$ cat src/rtl/mdl_pkg.sv
// Shared types, widths and constants for the magnetic dipole leadfield pipeline.
`default_nettype none

package mdl_pkg;

  // Field widths
  localparam int POS_W = 20;
  localparam int ORI_W = 16;
  localparam int OUT_W = 48;

  // Datapath widths
  localparam int D_W     = POS_W + 1;     // point minus dipole
  localparam int SQ_W    = 2 * D_W;       // one squared offset (signed product)
  localparam int R2_W    = 42;            // sum of three squares
  localparam int DP_W    = D_W + ORI_W;   // one offset times orientation
  localparam int S_W     = 38;            // d.o
  localparam int P_W     = D_W + S_W;     // d_j * s
  localparam int QO_W    = R2_W + 1 + ORI_W; // r2 * o_j
  localparam int N_W     = 61;            // 3*d_j*s - r2*o_j
  localparam int M_W     = 60;            // |N_j|
  localparam int HALF_W  = R2_W / 2;      // r2 split for r2 squared
  localparam int M_LO_W  = 30;            // low part of |N_j|
  localparam int M_HI_W  = M_W - M_LO_W;
  localparam int C_LO_W  = 31;            // low part of 5^26
  localparam int C_HI_W  = 30;
  localparam int X_W     = 121;           // |N_j| * 5^26

  // Quotient chain
  localparam int DEN1_W     = 2 * R2_W;   // r2 squared
  localparam int Q2_W       = 57;         // quotient bits of the first divide
  localparam int ROOT_W     = 31;         // floor(sqrt(r2 * 2^20))
  localparam int SQX_W      = 2 * ROOT_W; // radicand width
  localparam int RAD_SHIFT  = 20;
  localparam int FRAC_SHIFT = 22;
  localparam int Q3_W       = OUT_W - 1;  // magnitude bits of a field

  // Pipeline depths
  localparam int FRONT_STAGES = 8;
  localparam int RQ_DLY       = Q2_W + 1 - ROOT_W;
  localparam int LATENCY      = FRONT_STAGES + (Q2_W + 1) + (Q3_W + 1) + 1;

  // 5^26 split into two multiplier-sized halves
  localparam logic [C_HI_W+C_LO_W-1:0] FIVE_POW26 = 61'd1490116119384765625;
  localparam logic [C_LO_W-1:0] C_LO = FIVE_POW26[C_LO_W-1:0];
  localparam logic [C_HI_W-1:0] C_HI = FIVE_POW26[C_HI_W+C_LO_W-1:C_LO_W];

  localparam logic [Q3_W-1:0] FIELD_MAX = '1;

  // Register index codes
  typedef enum logic [1:0] {
    REG_DIPOLE_X = 2'd0,
    REG_DIPOLE_Y = 2'd1,
    REG_DIPOLE_Z = 2'd2
  } reg_idx_t;

  // Fault codes
  typedef enum logic [1:0] {
    FAULT_OK   = 2'd0,
    FAULT_ZERO = 2'd1,
    FAULT_SAT  = 2'd2
  } fault_t;

  // Request payload
  typedef struct packed {
    logic signed [POS_W-1:0] point_x;
    logic signed [POS_W-1:0] point_y;
    logic signed [POS_W-1:0] point_z;
    logic signed [ORI_W-1:0] orient_x;
    logic signed [ORI_W-1:0] orient_y;
    logic signed [ORI_W-1:0] orient_z;
  } mdl_req_t;

  // Result payload
  typedef struct packed {
    logic signed [OUT_W-1:0] field_x;
    logic signed [OUT_W-1:0] field_y;
    logic signed [OUT_W-1:0] field_z;
    logic [1:0]              fault;
  } mdl_res_t;

  // Front end to divider chain
  typedef struct packed {
    logic [2:0][X_W-1:0]  num;
    logic [2:0]           neg;
    logic [DEN1_W-1:0]    den;
    logic [R2_W-1:0]      r2;
    logic                 zero;
  } mdl_front_t;

endpackage

`default_nettype wire

$ cat src/rtl/mdl_sqrt.sv
// Pipelined integer square root of r2 * 2^20, one root bit per stage.
`default_nettype none

module mdl_sqrt
  import mdl_pkg::*;
(
  input  logic              clk,
  input  logic [R2_W-1:0]   r2,
  output logic [ROOT_W-1:0] root
);

  localparam int REM_W = ROOT_W + 2;

  logic [REM_W-1:0]  rem_q  [ROOT_W];
  logic [ROOT_W-1:0] root_q [ROOT_W];
  logic [SQX_W-1:0]  rad_q  [ROOT_W];

  for (genvar k = 0; k < ROOT_W; k++) begin : g_step
    logic [REM_W-1:0]  rem_p;
    logic [ROOT_W-1:0] root_p;
    logic [SQX_W-1:0]  rad_p;
    logic [REM_W+1:0]  trial;
    logic [REM_W+1:0]  cur;
    logic [REM_W+1:0]  diff;
    logic              ge;

    // previous stage, or the radicand at the head
    if (k == 0) begin : g_head
      assign rem_p  = '0;
      assign root_p = '0;
      assign rad_p  = SQX_W'({r2, {RAD_SHIFT{1'b0}}});
    end else begin : g_body
      assign rem_p  = rem_q[k-1];
      assign root_p = root_q[k-1];
      assign rad_p  = rad_q[k-1];
    end

    // bring down two radicand bits, try 4*root+1
    always_comb begin
      cur   = {rem_p, rad_p[SQX_W-1:SQX_W-2]};
      trial = (REM_W + 2)'({root_p, 2'b01});
      ge    = cur >= trial;
      diff  = cur - trial;
    end

    always_ff @(posedge clk) begin
      rem_q[k]  <= ge ? diff[REM_W-1:0] : cur[REM_W-1:0];
      root_q[k] <= {root_p[ROOT_W-2:0], ge};
      rad_q[k]  <= {rad_p[SQX_W-3:0], 2'b00};
    end
  end

  assign root = root_q[ROOT_W-1];

endmodule

`default_nettype wire

$ cat config.mk
export PLATFORM = sky130hd
export DESIGN_NAME = mdl_sqrt
export DESIGN_NICKNAME = d
export VERILOG_FILES = /design/src/rtl/mdl_pkg.sv /design/src/rtl/mdl_sqrt.sv
export SDC_FILE = /design/constraint.sdc
export NUM_CORES = 2
export LEC_CHECK = 0
export BUFFER_PORTS_ARGS = -buffer_cell sky130_fd_sc_hd__buf_2
export CAP_MARGIN = 20
export CELL_PAD_IN_SITES_DETAIL_PLACEMENT = 0
export CELL_PAD_IN_SITES_GLOBAL_PLACEMENT = 1
export CORE_AREA = 2 2 411 413
export CTS_CLUSTER_SIZE = 8
export DETAILED_ROUTE_END_ITERATION = 8
export DIE_AREA = 0 0 413 415
export GPL_ROUTABILITY_DRIVEN = 1
export HOLD_SLACK_MARGIN = 0.03
export PLACE_DENSITY_LB_ADDON = 0.25
export SYNTH_ARGS = -nofsm -noshare
export SYNTH_HDL_FRONTEND = slang
export SYNTH_SLANG_ARGS = --single-unit
$ cat constraint.sdc
create_clock -name clk -period 3.2 [get_ports clk]
set_input_delay 0.64 -clock clk [delete_from_list [all_inputs] [get_ports clk]]
set_output_delay 0.64 -clock clk [all_outputs]
set_load 0.01 [all_outputs]
==> results.yml <==
worst_setup_path:
  critPathRequiredTime_ns: 4.03
  end_kind: "flop"
  worstSetupPathType: "reg2reg"
  cp_data_arrival_time_ns: 4.17
  crit_fanout: 5
  start_kind: "flop"
timing:
  period_needed_ns: 3.34
  fmaxAchievable_ghz: 0.300
  worst_slack_ns: -0.139
  skew_ns: 0.0822
  hold_violations: 0
  rsz0062_at_grt: "true"
  worstMarginPinSlew_ns: 0.719
  setup_viol: 21
  timing.slew.headroom_pct: 51.8
  finalCritPeriodShare_pct: 104
  finalMaxSlewViolations: 0
grt:
  antenna_found_initial: 0
  grt_max_degree: 43
  grt_overflow: 0
  grtUsageTotal_pct: 19.8
  grt_pass1_wl_mm: 278
  grt_pass1_vias: 54643
status:
  violations: "setup timing"
  status: "complete, but fails checks"
clocking:
  clock_latency_ns: 0.92
  path_clk_slew_ns: 0.05
  cts-root-buf: "clkbuf_16"
  cts_made_buffers: 282
  cts_num_sinks: 1849
  cts.htree.levels: 5
  cts_tree: "built"
  cts.path.max_buffers: 4
logic_synthesis:
  synth_area_leaders: "dfxtp_1, ha_1, xnor2_1"
  synth_top_cell_area_share_pct: 49.4
  ys_seq_area_share_pct: 49.4
  synth_area_mm2: 0.0749
  yosysUniqueCellTypes: 93
  synth_top_cell_by_area: "dfxtp_1"
  syn_inst: 7702
  synth_nets: 8263
  synth-edff-count: 0
  ys_async_sr_fraction_pct: 0
  ys_warn_count: 0
  synth-main-ff-cell: "dfxtp_1"
  ys_seq_elements: 1849
  syn_area_per_cell_um2: 9.72
place:
  dp.cells: 10142
  place_congestion: 0.860
  dp_hpwl_mm: 129
  numPortBuffers: 73
power_and_ir_drop:
  ir_worst_vdd_uv: 614
  finalPower_uw: 68300
  power_per_cell_area_mw_per_mm2: 769
  leakagePower_uw: 0.0422
layout:
  antenna_cells: 0
  final_core_util_pct: 53.3
  layout_commonest_cell: "dfxtp_1"
  drive_gt1_share_pct: 12.1
  areaGrowthSynthToFinish_pct: 18.6
  final_nets: 8847
  final_cell_mix: "dfxtp_1, inv_1, nand2_1"
  fin_cells: 10512
routing:
  firstDrtPassIters: 6
  wl_per_cell_um: 16.3
  post-route-drc-count: 0
  via_per_inst: 5.15
  wl_mm: 171
  drt_iter0_drc: 2959
  antenna_left: 0
  via_count: 54180
floorplanning:
  num_rows: 150
  coreArea_mm2: 0.167
  start_util_pct: 44.9
  io_pins: 74
  die_width_um: 413
  fp.dieH_um: 415
  die-area_mm2: 0.171
min_path:
  hp-class: "reg2reg"
job:
  drv_cap: 0
==> critical path, cell delays in order (launching register included) <==
cell and delay [ns]:
dfxtp_2 0.31, or4_4 0.53, or4_4 0.43, or3_4 0.38, or3_4 0.35, or3_4 0.36
or4_4 0.52, buf_12 0.19, nand3_4 0.09, xnor2_2 0.12
==> layout make-up <==
cell class / count / area [um2]
clock inverters: 9 / 134
flip-flops and latches: 1849 / 37000
repair buffers: 435 / 3460
multi-input cells: 5052 / 35700
clock buffers: 297 / 7260
inverters: 666 / 2510
fillers: 15063 / 77900
well taps: 2204 / 2760
==> metal layers <==
layer  routed length (um)  vias up  track usage (%)
met1                73400    25159             23.5
li1                     -    27708                -
met5                    0        -                0
met3                 6560      322             3.36
met4                 5150        0             7.12
met2                85800      991             35.6
==> kinds of logic (layout without fill, tap and decap cells) <==
family | Yosys count | count (layout) | synth area share [%]
muxes | 99 | 99 | 1.47
AOI/OAI and AO/OA | 1601 | 1601 | 13.5
DFF | 1849 | 1849 | 49.4
adders and majority gates | 518 | 518 | 8.75
buffers and inverters | 801 | 1407 | 4.04
xor gates and xnor gates | 738 | 738 | 8.63
other | 1 | 1 | 0.00501
and+or+nand+nor | 2095 | 2095 | 14.1
==> cells in the mapped netlist (138+ instances only) <==
library cell     n
nand3_1        138
ha_1           509
nand2_1        508
a21o_1         221
nor3_1         207
nor2_1         488
inv_1          661
dfxtp_1       1849
o21ai_0        387
xor2_1         342
xnor2_1        396
a21oi_1        469
==> power by group <==
part,internal (uW),total (uW),switching (uW)
logic,5910,12200,6290
registers,27400,30800,3480
clock network,15900,25300,9440
==> worst paths after layout <==
path / from / end / slack [ns] / depth (start not counted)
setup / recovery: rem_q[0][190] / rem_q[0][211] / -0.14 / 9
hold reg to reg: rad_q[2][37] / rad_q[2][99] / 0.27 / 0
hold / removal: rad_q[2][37] / rad_q[2][99] / 0.27 / 0
setup reg to reg: rem_q[0][190] / rem_q[0][211] / -0.14 / 9
==> flip-flops by register name, summed over array words and instances (netlist names) <==
name	flops
rem_q	933
root_q	496
rad_q	420
==> stage by stage <==
stage / worst slack [ns] / TNS (ns) / hold WS [ns] / area [um2]
finish: -0.139 / -1.64 / 0.272 / 88800
global route: -0.208 / -3.76 / 0.268 / 88800
CTS: -0.0936 / -1.04 / 0.272 / 88000
detailed placement: -0.117 / -2.77 / 0.312 / 80000
global placement: -0.188 / -2.32 / 0.310 / 80000
floorplan: 0.0163 / 0 / 0.310 / 74900
==> what timing repair did <==
action                                  in CTS  in global routing
cloned                                       1                  2
gates resized for setup                     44                144
pin swaps                                   10                 28
endpoints found under the setup margin      84                386
endpoints found under the hold margin       43                  0
buffers inserted                             1                 17
hold buffers                                43                  0
Power figures use the tool's default switching activity.
